## config.mk

```make
export PLATFORM = sky130hd
export DESIGN_NAME = bounded_char_list_engine_unit
export DESIGN_NICKNAME = d
export VERILOG_FILES = /design/src/rtl/bcle_pkg.sv /design/src/rtl/bounded_char_list_engine_unit.sv /design/src/rtl/bcle_mem.sv /design/src/rtl/bcle_seq.sv
export SDC_FILE = /design/constraint.sdc
export NUM_CORES = 1
export LEC_CHECK = 0
export BUFFER_PORTS_ARGS = -buffer_cell sky130_fd_sc_hd__buf_4
export CORE_MARGIN = 2
export CORE_UTILIZATION = 50
export CTS_CLUSTER_DIAMETER = 150
export DETAILED_ROUTE_END_ITERATION = 8
export HOLD_SLACK_MARGIN = 0.05
export PLACE_DENSITY = 0.76
export SYNTH_ARGS = -nofsm -noshare
export SYNTH_HDL_FRONTEND = slang
export SYNTH_SLANG_ARGS = --single-unit
```

## constraint.sdc

```tcl
create_clock -name clk -period 3.1 [get_ports clk]
set_input_delay 0.62 -clock clk [delete_from_list [all_inputs] [get_ports clk]]
set_output_delay 0.62 -clock clk [all_outputs]
set_load 0.03 [all_outputs]
```

## src/rtl/bcle_pkg.sv

```systemverilog
`default_nettype none

package bcle_pkg;

  localparam int DEF_LIST_DEPTH = 16;

  localparam int CMD_W     = 3;
  localparam int CHAR_W    = 8;
  localparam int CNT_OUT_W = 5;

  localparam logic [CMD_W-1:0] CMD_INSERT  = 3'd0;
  localparam logic [CMD_W-1:0] CMD_APPEND  = 3'd1;
  localparam logic [CMD_W-1:0] CMD_REMOVE  = 3'd2;
  localparam logic [CMD_W-1:0] CMD_SEARCH  = 3'd3;
  localparam logic [CMD_W-1:0] CMD_GET     = 3'd4;
  localparam logic [CMD_W-1:0] CMD_REVERSE = 3'd5;
  localparam logic [CMD_W-1:0] CMD_CLEAR   = 3'd6;

  // One result as it leaves the sequencer.
  typedef struct packed {
    logic                 success;
    logic [CHAR_W-1:0]    first_char;
    logic                 first_valid;
    logic [CNT_OUT_W-1:0] entry_count;
  } res_t;

endpackage

`default_nettype wire

```

## src/rtl/bounded_char_list_engine_unit.sv

```systemverilog
`default_nettype none

// Channel  Direction  Ports                                   Flow control
// input    in         in_valid, in_command, in_char_value     in_stall (driven here)
// result   out        out_valid, out_success, out_first_char,  out_stall (from sink)
//                     out_first_valid, out_entry_count
//
// After an input transfer the result passes the execute and done states on
// its way to the output register; a reverse adds a read state, and a search
// or remove of a nonzero character a scan of the list, with a shift after
// a remove hit, since the single read port of the entry memory delivers
// one entry per cycle and each shifted entry is written back in the cycle
// after its read. The next input transfer can be taken in the cycle after
// the result leaves the sequencer. Reset clears the count, ring head and
// direction; entry contents are never cleared and only live slots are read.
// A result waiting under out_stall does not block the next input transfer,
// but the following result waits in the sequencer until the register frees.

module bounded_char_list_engine_unit #(
  parameter int LIST_DEPTH = bcle_pkg::DEF_LIST_DEPTH
) (
  input  wire logic                           clk,
  input  wire logic                           rst_n,
  input  wire logic                           in_valid,
  output logic                                in_stall,
  input  wire logic [bcle_pkg::CMD_W-1:0]     in_command,
  input  wire logic [bcle_pkg::CHAR_W-1:0]    in_char_value,
  output logic                                out_valid,
  input  wire logic                           out_stall,
  output logic                                out_success,
  output logic      [bcle_pkg::CHAR_W-1:0]    out_first_char,
  output logic                                out_first_valid,
  output logic      [bcle_pkg::CNT_OUT_W-1:0] out_entry_count
);

  localparam int AW = $clog2(LIST_DEPTH);

  logic                        busy, acc;
  bcle_pkg::res_t              res, out_res_r;
  logic                        res_valid, res_taken;
  logic                        out_valid_r, out_valid_nxt;
  logic                        rd_en, wr_en;
  logic [AW-1:0]               rd_addr, wr_addr;
  logic [bcle_pkg::CHAR_W-1:0] mem_q, wr_data;

  // The sequencer takes one command at a time and stalls while it works.
  assign in_stall = busy;
  assign acc      = in_valid && !busy;

  bcle_mem #(
    .DEPTH (LIST_DEPTH)
  ) u_mem (
    .clk     (clk),
    .rd_en   (rd_en),
    .rd_addr (rd_addr),
    .rd_data (mem_q),
    .wr_en   (wr_en),
    .wr_addr (wr_addr),
    .wr_data (wr_data)
  );

  bcle_seq #(
    .LIST_DEPTH (LIST_DEPTH)
  ) u_seq (
    .clk       (clk),
    .rst_n     (rst_n),
    .acc       (acc),
    .cmd       (in_command),
    .ch        (in_char_value),
    .busy      (busy),
    .res       (res),
    .res_valid (res_valid),
    .res_taken (res_taken),
    .rd_en     (rd_en),
    .rd_addr   (rd_addr),
    .mem_q     (mem_q),
    .wr_en     (wr_en),
    .wr_addr   (wr_addr),
    .wr_data   (wr_data)
  );

  // The output register loads a finished result whenever it is empty or its
  // current contents leave in a transfer this cycle.
  assign res_taken = res_valid && (!out_valid_r || !out_stall);

  always_comb begin
    out_valid_nxt = out_valid_r;
    if (out_valid_r && !out_stall) begin
      out_valid_nxt = 1'b0;
    end
    if (res_taken) begin
      out_valid_nxt = 1'b1;
    end
  end

  always_ff @(posedge clk) begin
    if (!rst_n) begin
      out_valid_r <= 1'b0;
    end else begin
      out_valid_r <= out_valid_nxt;
    end
  end

  always_ff @(posedge clk) begin
    if (res_taken) begin
      out_res_r <= res;
    end
  end

  assign out_valid       = out_valid_r;
  assign out_success     = out_res_r.success;
  assign out_first_char  = out_res_r.first_char;
  assign out_first_valid = out_res_r.first_valid;
  assign out_entry_count = out_res_r.entry_count;

  // An accepted command always keeps the sequencer busy in the next cycle.
  a_busy_after_accept: assert property (@(posedge clk) disable iff (!rst_n)
    acc |=> in_stall)
    else $error("sequencer not busy after an input transfer");

  // An empty list reports a zero first character.
  a_empty_char_zero: assert property (@(posedge clk) disable iff (!rst_n)
    (out_valid && !out_first_valid) |-> (out_first_char == '0))
    else $error("empty list reported a nonzero first character");

  // A finished result stays offered until the output register takes it.
  a_res_held: assert property (@(posedge clk) disable iff (!rst_n)
    (res_valid && !res_taken) |=> res_valid)
    else $error("finished result dropped before it was taken");

endmodule

`default_nettype wire

```

## src/rtl/bcle_mem.sv

```systemverilog
`default_nettype none

module bcle_mem #(
  parameter int DEPTH = bcle_pkg::DEF_LIST_DEPTH,
  localparam int AW = $clog2(DEPTH)
) (
  input  wire logic                        clk,
  input  wire logic                        rd_en,
  input  wire logic [AW-1:0]               rd_addr,
  output logic      [bcle_pkg::CHAR_W-1:0] rd_data,
  input  wire logic                        wr_en,
  input  wire logic [AW-1:0]               wr_addr,
  input  wire logic [bcle_pkg::CHAR_W-1:0] wr_data
);

  logic [bcle_pkg::CHAR_W-1:0] mem [DEPTH];

  always_ff @(posedge clk) begin
    if (wr_en) begin
      mem[wr_addr] <= wr_data;
    end
  end

  // Registered read; the data holds until the next read.
  always_ff @(posedge clk) begin
    if (rd_en) begin
      rd_data <= mem[rd_addr];
    end
  end

endmodule

`default_nettype wire

```

## src/rtl/bcle_seq.sv

```systemverilog
`default_nettype none

module bcle_seq #(
  parameter int LIST_DEPTH = bcle_pkg::DEF_LIST_DEPTH,
  localparam int AW = $clog2(LIST_DEPTH),
  localparam int CW = $clog2(LIST_DEPTH + 1)
) (
  input  wire logic                        clk,
  input  wire logic                        rst_n,
  input  wire logic                        acc,
  input  wire logic [bcle_pkg::CMD_W-1:0]  cmd,
  input  wire logic [bcle_pkg::CHAR_W-1:0] ch,
  output logic                             busy,
  output bcle_pkg::res_t                   res,
  output logic                             res_valid,
  input  wire logic                        res_taken,
  output logic                             rd_en,
  output logic      [AW-1:0]               rd_addr,
  input  wire logic [bcle_pkg::CHAR_W-1:0] mem_q,
  output logic                             wr_en,
  output logic      [AW-1:0]               wr_addr,
  output logic      [bcle_pkg::CHAR_W-1:0] wr_data
);

  localparam logic [2:0] ST_IDLE  = 3'd0;
  localparam logic [2:0] ST_EXEC  = 3'd1;
  localparam logic [2:0] ST_SCAN  = 3'd2;
  localparam logic [2:0] ST_SHIFT = 3'd3;
  localparam logic [2:0] ST_REV   = 3'd4;
  localparam logic [2:0] ST_DONE  = 3'd5;

  localparam logic [AW:0]   DEP_W   = (AW+1)'(LIST_DEPTH);
  localparam logic [CW-1:0] CNT_DEP = CW'(LIST_DEPTH);
  localparam logic [AW-1:0] IDX_TOP = AW'(LIST_DEPTH - 1);

  // The list is a ring in the memory: head_r is the slot of the first
  // entry and dir_r the direction in which later entries follow.
  function automatic logic [AW-1:0] phys(input logic [AW-1:0] hd, input logic dr,
                                         input logic [AW-1:0] idx);
    logic [AW:0] s;
    if (dr) begin
      s = {1'b0, hd} + DEP_W - {1'b0, idx};
    end else begin
      s = {1'b0, hd} + {1'b0, idx};
    end
    if (s >= DEP_W) begin
      s = s - DEP_W;
    end
    return s[AW-1:0];
  endfunction

  logic [2:0]                  state_r, state_nxt;
  logic [CW-1:0]               count_r, count_nxt;
  logic [AW-1:0]               head_r, head_nxt;
  logic                        dir_r, dir_nxt;
  logic [bcle_pkg::CHAR_W-1:0] first_r, first_nxt;
  logic                        ok_r, ok_nxt;
  logic [bcle_pkg::CMD_W-1:0]  cmd_r;
  logic [bcle_pkg::CHAR_W-1:0] ch_r;
  logic [CW-1:0]               idx_r, idx_nxt;
  logic                        pend_r, pend_nxt;
  logic [AW-1:0]               pidx_r, pidx_nxt;
  logic [CW-1:0]               last_idx;
  logic                        ch_ok, not_full, hit, issue;
  logic [31:0]                 cnt_ext;

  assign ch_ok    = (ch_r != '0);
  assign not_full = (count_r < CNT_DEP);
  assign last_idx = count_r - CW'(1);
  assign hit      = pend_r && (mem_q == ch_r);
  assign issue    = (idx_r < count_r);

  always_comb begin
    state_nxt = state_r;
    count_nxt = count_r;
    head_nxt  = head_r;
    dir_nxt   = dir_r;
    first_nxt = first_r;
    ok_nxt    = ok_r;
    idx_nxt   = idx_r;
    pend_nxt  = pend_r;
    pidx_nxt  = pidx_r;
    rd_en     = 1'b0;
    rd_addr   = phys(head_r, dir_r, idx_r[AW-1:0]);
    wr_en     = 1'b0;
    wr_addr   = phys(head_r, dir_r, pidx_r);
    wr_data   = mem_q;
    unique case (state_r)
      ST_IDLE: begin
        if (acc) begin
          state_nxt = ST_EXEC;
        end
      end
      ST_EXEC: begin
        ok_nxt    = 1'b0;
        idx_nxt   = '0;
        pend_nxt  = 1'b0;
        state_nxt = ST_DONE;
        unique case (cmd_r)
          bcle_pkg::CMD_INSERT: begin
            if (ch_ok && not_full) begin
              wr_en     = 1'b1;
              wr_addr   = phys(head_r, dir_r, IDX_TOP);
              wr_data   = ch_r;
              head_nxt  = phys(head_r, dir_r, IDX_TOP);
              count_nxt = count_r + CW'(1);
              first_nxt = ch_r;
              ok_nxt    = 1'b1;
            end
          end
          bcle_pkg::CMD_APPEND: begin
            if (ch_ok && not_full) begin
              wr_en     = 1'b1;
              wr_addr   = phys(head_r, dir_r, count_r[AW-1:0]);
              wr_data   = ch_r;
              count_nxt = count_r + CW'(1);
              if (count_r == '0) begin
                first_nxt = ch_r;
              end
              ok_nxt    = 1'b1;
            end
          end
          bcle_pkg::CMD_REMOVE, bcle_pkg::CMD_SEARCH: begin
            if (ch_ok) begin
              state_nxt = ST_SCAN;
            end
          end
          bcle_pkg::CMD_GET: begin
            ok_nxt = (count_r != '0);
          end
          bcle_pkg::CMD_REVERSE: begin
            ok_nxt = 1'b1;
            if (count_r > CW'(1)) begin
              rd_en     = 1'b1;
              rd_addr   = phys(head_r, dir_r, last_idx[AW-1:0]);
              state_nxt = ST_REV;
            end
          end
          bcle_pkg::CMD_CLEAR: begin
            count_nxt = '0;
            ok_nxt    = 1'b1;
          end
          default: begin
            ok_nxt = 1'b0;
          end
        endcase
      end
      ST_SCAN: begin
        // One read issued per cycle; each returning entry is compared
        // in the cycle after its read.
        priority if (hit) begin
          if (cmd_r == bcle_pkg::CMD_SEARCH) begin
            ok_nxt    = 1'b1;
            state_nxt = ST_DONE;
          end else begin
            idx_nxt   = CW'(pidx_r) + CW'(1);
            pend_nxt  = 1'b0;
            state_nxt = ST_SHIFT;
          end
        end else if (issue) begin
          rd_en    = 1'b1;
          pend_nxt = 1'b1;
          pidx_nxt = idx_r[AW-1:0];
          idx_nxt  = idx_r + CW'(1);
        end else begin
          ok_nxt    = 1'b0;
          state_nxt = ST_DONE;
        end
      end
      ST_SHIFT: begin
        // Entry k+1 is read, then written to slot k in the next cycle.
        if (pend_r) begin
          wr_en = 1'b1;
          if (pidx_r == '0) begin
            first_nxt = mem_q;
          end
        end
        if (issue) begin
          rd_en    = 1'b1;
          pend_nxt = 1'b1;
          pidx_nxt = idx_r[AW-1:0] - AW'(1);
          idx_nxt  = idx_r + CW'(1);
        end else if (!pend_r) begin
          count_nxt = count_r - CW'(1);
          ok_nxt    = 1'b1;
          state_nxt = ST_DONE;
        end else begin
          pend_nxt = 1'b0;
        end
      end
      ST_REV: begin
        first_nxt = mem_q;
        head_nxt  = phys(head_r, dir_r, last_idx[AW-1:0]);
        dir_nxt   = !dir_r;
        state_nxt = ST_DONE;
      end
      ST_DONE: begin
        if (res_taken) begin
          state_nxt = ST_IDLE;
        end
      end
      default: begin
        state_nxt = ST_IDLE;
      end
    endcase
  end

  always_ff @(posedge clk) begin
    if (!rst_n) begin
      state_r <= ST_IDLE;
      count_r <= '0;
      head_r  <= '0;
      dir_r   <= 1'b0;
      pend_r  <= 1'b0;
    end else begin
      state_r <= state_nxt;
      count_r <= count_nxt;
      head_r  <= head_nxt;
      dir_r   <= dir_nxt;
      pend_r  <= pend_nxt;
    end
  end

  always_ff @(posedge clk) begin
    first_r <= first_nxt;
    ok_r    <= ok_nxt;
    idx_r   <= idx_nxt;
    pidx_r  <= pidx_nxt;
    if (acc) begin
      cmd_r <= cmd;
      ch_r  <= ch;
    end
  end

  assign cnt_ext   = 32'(count_r);
  assign busy      = (state_r != ST_IDLE);
  assign res_valid = (state_r == ST_DONE);

  always_comb begin
    res.success     = ok_r;
    res.first_valid = (count_r != '0);
    res.first_char  = (count_r != '0) ? first_r : '0;
    res.entry_count = cnt_ext[bcle_pkg::CNT_OUT_W-1:0];
  end

endmodule

`default_nettype wire

```

==> results.md, run 1 <==
* Status: completed
* Hold endpoint: u_seq.ch_r[4]
* Yosys warns at 0
* Setup ws final at just under 0.03 ns
* Total gr overflow at 0
* Die Footprint at 20600 um^2
* # rows at 51
* Die X at 143 um
* R2r setup slk at 0.03 ns
* Worst reg-to-reg path cell count at 12
* Most instantiated cells after synthesis: edfxtp_1, nand2_1, a21oi_1, nor2_1, ha_1
* H-tree Lvls at 4
* Peak supply drop at roughly 520 uV
* Most used flip-flop cell after synthesis: edfxtp_1
* Hold depth at 1
* Area of the multi-input gates at 3970 um^2
* HP Class: in -> reg
* Mapped Cells at 841
* Root buffer cell: clkbuf_16
* Sw Ratio at 0.346
* Post-Syn Nets at 902
* Largest net degree at the start of global routing at 34
* Starting Density at 0.505
* Synth Register Bits at 195
* Sequential cell fraction of total power at 0.364
* Relative slew slack at 0.401
* Number of unique standard cell types used by synthesis at 60
* Critical path capture point type: flip-flop
* Routed WL at 24.5 mm
* Tcrit/Tclk final at 0.990
* Pre-antenna DRT Iters at 6
* Critical Path AT at 3.25 ns
* Synth top area cells: edfxtp_1, nand2_1, ha_1
* P per Cell Area at a little over 700 nW/um^2
* Slew @ Worst Pin at 0.895 ns
* Vias in the first global route at ~7000
* Max cap viols at 0
* Grt met3 use at 0.0530
* Number of DRC markers in iteration 0 at between 800 and 900
* Diode count at 0
* Startpoint type of the worst setup path: flip-flop
* R2R Path End: u_mem.rd_data[1]
* Worst Hold Launch: in_char_value[4]
* Setup tns final at 0 ns
* GR peak layer: met2
* Syn Area/Cell at 11.6 um^2
* Fillers at 1392
* Setup violators final at 0
* Crit Path Class: reg -> reg
* Fin crit period at 3.07 ns
* Clk sinks at 195
* Worst Path Max Fanout at 20
* Die height at 143 um
* P_sw at 2.97 mW
* RSZ-0062 raised after global routing: true
* Fin cells at 1223
* Core area at 19300 um^2
* Fin nets at 1006
* # hold bufs at CTS at 0
* Via count at a little over 7000
* Detailed-route DRC error count at 0
* M1 GR Usage at 0.321
* FF+latch area at 5710 um^2
* Max-slew violation count at 0
* Clock latency on the worst-skew pair at 0.44 ns
* Top-area cell type share of the netlist area at 0.556
* Static leakage at ~4.4 nW
* Reg2reg start: u_seq.count_r[0]
* Met2 usage at 0.382
* Area grow syn2layout at 22.4%
* Post-synth EDFFs at 180
* CTS tree: yes
* Logic pwr share at 0.378
* Port-buffer cells at 31
* DR vias/cell at 5.89
* Dpl cells at 1173
* Cell taking the most area after synthesis: edfxtp_1
* Async S/R FF share, synth at 0
* Cell Area, Synth at 9730 um^2
* Clock power share at 0.258
* Routability cong. at 0.951
* Sequential element share of the synthesized area at 0.587
* Final hold viol count at 0
* Final core occ at 0.618
* Dpl hpwl at 15.8 mm
* Pre-CTS WS at -0.119 ns
* P_int at 5.62 mW
* Cts bufs inserted at 17
* GRT Util Overall at 0.239
* Req. time, crit path at 3.28 ns
* Layout Skew at 0.0112 ns
* Detail Route Antenna Nets at 0
* Worst Setup SP: u_seq.count_r[0]
* Clock Path Buffers at 2
* F_max at 0.326 GHz
* Clk slew on worst S/H paths at around 0.07 ns
* Most frequent cell after synthesis: edfxtp_1
* First-pass GRT wire length at 37.3 mm
* IO Count at 32
* Layout cells sized above 1 at 0.227
* Initial antenna violation count at 0
* Routed len/inst at 20.1 um
==> stage by stage <==
stage	instance area (um^2)	hold slack, ns	total power [mW]
global placement	10900	0.408	5.67
global route	11900	0.344	8.94
detailed placement	10900	0.409	5.74
floorplan	9760	0.400	4.92
CTS	11700	0.342	8.32
finish	11900	0.356	8.60
==> critical path, stage by stage, from the launching register on <==
cell and delay [ns]:
dfxtp_4 0.38, inv_4 0.07, buf_4 0.13, ha_2 0.18
inv_1 0.06, fa_1 0.50, mux2_4 0.32, mux2_4 0.38
buf_12 0.19, a21oi_2 0.19, a32oi_2 0.11, mux2i_2 0.19
mux2i_1 0.10
==> power by group through the flow <==
stage | Combinational [mW] | Sequential, mW | Clock, mW
6_report | 3.25 | 3.13 | 2.22
5_1_grt | 3.47 | 3.14 | 2.33
4_1_cts | 2.96 | 3.13 | 2.24
3_5_place_dp | 2.55 | 3.19 | 0
3_3_place_gp | 2.49 | 3.19 | 0
2_1_floorplan | 1.73 | 3.19 | 0
==> sequential cells by signal (all words and copies together) (netlist names), 3 cells and up <==
register and count:
out_entry_count 5, out_first_char 8, u_mem.mem 128, u_mem.rd_data 8, u_seq.ch_r 8, u_seq.cmd_r 3, u_seq.count_r 5, u_seq.first_r 8
u_seq.head_r 4, u_seq.idx_r 5, u_seq.pidx_r 4, u_seq.state_r 3
==> layer usage <==
layer,vias to the layer above,wire length [um]
met4,0,621
met1,3457,9780
li1,3270,-
met3,63,2400
met5,-,0
met2,414,11700
==> timing repair <==
action                                 CTS  global route
endpoints found under the hold margin    0             0
setup endpoints to repair               43            67
pin swaps                                1             3
cloned                                   5             2
gates resized for setup                 17            26
setup buffers                            6             5
==> layout by cell type, fill, tap and decap left out, types with 4 or more instances in the layout <==
| master | synthesis | final |
|---|---|---|
| fa_1 | 8 | 8 |
| nor2b_1 | 10 | 8 |
| a32oi_1 | 32 | 22 |
| a211oi_1 | 5 | 5 |
| mux2i_4 | 0 | 4 |
| edfxtp_1 | 180 | 180 |
| dfxtp_1 | 15 | 12 |
| clkbuf_16 | 0 | 19 |
| buf_12 | 0 | 11 |
| nor4_1 | 5 | 5 |
| nand4_1 | 4 | 4 |
| a32oi_2 | 0 | 10 |
| inv_1 | 32 | 28 |
| o22ai_1 | 7 | 6 |
| nand3_1 | 11 | 11 |
| and2_1 | 17 | 17 |
| nand2_1 | 161 | 161 |
| ha_1 | 38 | 35 |
| nor2_1 | 48 | 45 |
| nor3_1 | 13 | 13 |
| mux2i_1 | 30 | 27 |
| mux2_2 | 11 | 12 |
| o211ai_1 | 4 | 4 |
| xor2_1 | 9 | 9 |
| o21ai_0 | 20 | 19 |
| xnor2_1 | 25 | 23 |
| o21a_1 | 4 | 4 |
| o21ai_1 | 3 | 4 |
| buf_4 | 2 | 111 |
| inv_6 | 0 | 4 |
| a311oi_1 | 4 | 4 |
| a21oi_2 | 0 | 5 |
| a21oi_1 | 55 | 50 |
==> layout make-up <==
class,instances,area share
Clock buffer,18,0.0360
Tap cell,265,0.0278
Inverter,33,0.0106
Clock inverter,14,0.0139
Timing Repair Buffer,127,0.0987
Sequential cell,195,0.480
Multi-Input combinational cell,571,0.333
==> worst max-delay path by stage <==
stage	endpoint	slack, ns
final	u_mem.rd_data[1]	0.03
after floorplan	u_mem.rd_data[6]	0.02
after global placement	u_mem.mem[2][5]	-0.04
after detailed placement	u_mem.rd_data[1]	-0.12
after global routing	u_mem.rd_data[1]	-0.05
after CTS	u_mem.rd_data[3]	0.001
==> cell families (layout without fill, tap and decap cells) <==
family                   Yosys count  after routing  synth area share
buffers and inverters             78            192            0.0329
multiplexers                      43             46            0.0466
AO/OA/AOI/OAI                    158            158             0.108
adder cells (fa/ha/maj)           46             46            0.0653
XOR/XNOR                          34             34            0.0306
flip-flops                       195            195             0.587
AND/OR/NAND/NOR                  287            287             0.130
(Power assumes the default switching activity.)
==> run 2, diff against run 1 <==
- GPL_TIMING_DRIVEN: default -> 0
==> run 2 against run 1 <==
The flow now finishes with violations (setup timing). Register-to-register slack worse by 0.26 ns. Total power up 8.9%. Hold slack worse by 0.0041 ns. Combinational power up 18%. Core utilization up 2.1 points. Global-route usage up 0.22 points. Fmax down 7.9%. Largest cell class unchanged. Largest power group unchanged.
==> results.md, run 2 (synthesis gave the netlist of run 1 again) <==
* Peak supply drop at approximately 480 uV
* Core area at around 19000 um^2
* Pre-CTS WS at -0.875 ns
* Routed WL at 26.8 mm
* Placed Area at 10300 um^2
* GRT Util Overall at 0.242
* Startpoint type of the worst setup path: flip-flop
* R2r setup slk at -0.23 ns
* Clock Path Buffers at 2
* Overall power at 9.36 mW
* Setup violators final at 9
* Area grow syn2layout at 26.7%
* HP Class: in -> reg
* Die height at 143 um
* Clock latency on the worst-skew pair at 0.46 ns
* Layout Skew at 0.0175 ns
* Layout cells sized above 1 at 0.270
* Routability cong. at 0.898
* Static leakage at between 4 and 5 nW
* H-tree Lvls at 4
* Relative slew slack at 0.401
* Tcrit/Tclk final at 1.08
* Fin nets at 994
* # rows at a little over 50
* Largest net degree at the start of global routing at 23
* Slew @ Worst Pin at 0.895 ns
* Status: complete, but fails checks
* Die Footprint at about 20000 um^2
* Fillers at 1273
* Hold depth at 1
* Req. time, crit path at 3.29 ns
* Fin cells at 1211
* Worst Path Max Fanout at 8
* RSZ-0062 raised after global routing: true
* Detailed-route DRC error count at 0
* Area of the multi-input gates at about 4400 um^2
* CTS tree: yes
* Fin crit period at 3.33 ns
* Largest Register: u_mem.mem
* Commonest non-fill, non-tap cells in the layout: edfxtp_1, nand2_1, buf_4, nor2_1, ha_1
* Number of DRC markers in iteration 0 at 1112
* First-pass GRT wire length at 37.4 mm
* Starting Density at 0.505
* Critical Path AT at 3.53 ns
* IO Count at 32
* P per Cell Area at between 700 and 800 nW/um^2
* Via count at 7499
* Clk slew on worst S/H paths at roughly 0.080 ns
* F_max at 0.300 GHz
* Hold endpoint: u_seq.ch_r[1]
* Worst reg-to-reg path cell count at 12
* Detail Route Antenna Nets at 0
* Commonest non-fill, non-tap cell in the layout: edfxtp_1
* Diode count at 0
* Crit Path Class: reg -> reg
* Max FFs per register at about 130
* R2R Path End: u_mem.rd_data[1]
* Cts bufs inserted at 17
* Die X at 143 um
* Final hold viol count at 0
* DR vias/cell at slightly above 6
* FF+latch area at roughly 5700 um^2
* Critical path capture point type: flip-flop
* Initial antenna violation count at 0
* # hold bufs at CTS at 0
* Total gr overflow at 0
* Setup ws final at -0.235 ns
* Pre-antenna DRT Iters at 6
* Max cap viols at 0
* Reg2reg start: u_seq.count_r[0]
* Failing checks: setup timing
* Routed len/inst at 22.2 um
* Max-slew violation count at 0
* Vias in the first global route at a little under 7000
* Clk sinks at 195
* Port-buffer cells at 30
* Dpl cells at 1136
* Dpl hpwl at 15.3 mm
* Worst Hold Launch: in_char_value[1]
* Root buffer cell: clkbuf_16
* Post-route cell area at about 12000 um^2
[run 2: changes by cell type in the layout (fill, tap and decap cells not counted), sizes merged]
cell / delta
buf: -40
bufbuf: -1
clkbuf: +30
clkinv: -1
clkinvlp: +4
inv: -2
mux2: -1
mux2i: -1
[run 2: power breakdown]
group          leakage (nW)  total, mW  internal [mW]  switching (mW)
Sequential             1.76       3.14           3.06          0.0863
Combinational          2.29       3.85           1.62            2.23
Clock                 0.306       2.37           1.20            1.17
[run 2: per-stage QoR]
step                       util  TNS (ns)  hold WS (ns)
after floorplan               -         0         0.400
after global placement    0.535    -74.32         0.403
after detailed placement  0.535    -82.34         0.415
after CTS                 0.605    -0.768         0.350
after global routing      0.639    -12.49         0.339
final                     0.639     -1.41         0.352
[run 2: area by class of cell]
| type | count | share of cell area |
|---|---|---|
| clock buffers | 17 | 0.0345 |
| well taps | 265 | 0.0269 |
| inverters | 33 | 0.0112 |
| multi-input cells | 569 | 0.355 |
| flip-flops and latches | 195 | 0.464 |
| plain buffers | 44 | 0.0269 |
| clock inverters | 15 | 0.0180 |
| repair buffers | 73 | 0.0636 |
[run 2: how the worst max path moves through the flow]
stage                                 from                to  slack (ns)  cells past startpoint
after floorplan           u_seq.count_r[0]  u_mem.rd_data[6]        0.02                     13
after global placement    u_seq.count_r[1]  u_mem.rd_data[0]       -0.87                      9
after detailed placement  u_seq.count_r[1]  u_mem.rd_data[0]       -0.88                      9
after CTS                 u_seq.count_r[0]  u_mem.rd_data[0]       -0.11                     14
after global routing      u_seq.count_r[0]  u_mem.rd_data[1]       -0.27                     12
final                     u_seq.count_r[0]  u_mem.rd_data[1]       -0.23                     12
[run 2: worst max-delay path, stage by stage, from the launching register on]
cell and delay, ns:
dfxtp_4 0.36, buf_8 0.10, clkinvlp_4 0.15, ha_4 0.34, inv_4 0.05, fa_1 0.49
mux2_4 0.33, mux2_4 0.38, clkbuf_16 0.21, a21oi_4 0.14, a32oi_2 0.06, mux2i_1 0.33
mux2i_1 0.12
[run 2: timing repair]
item	in CTS	in global routing
setup endpoints to repair	136	176
pin swaps	17	27
cloned	2	4
setup buffers	20	19
gates resized for setup	105	93
[run 2: metal layers]
layer | part of all wire | GRT usage
met1 | 0.39 | 0.322
met2 | 0.48 | 0.393
met3 | 0.095 | 0.0357
met4 | 0.041 | 0.108
met5 | 0 | 0
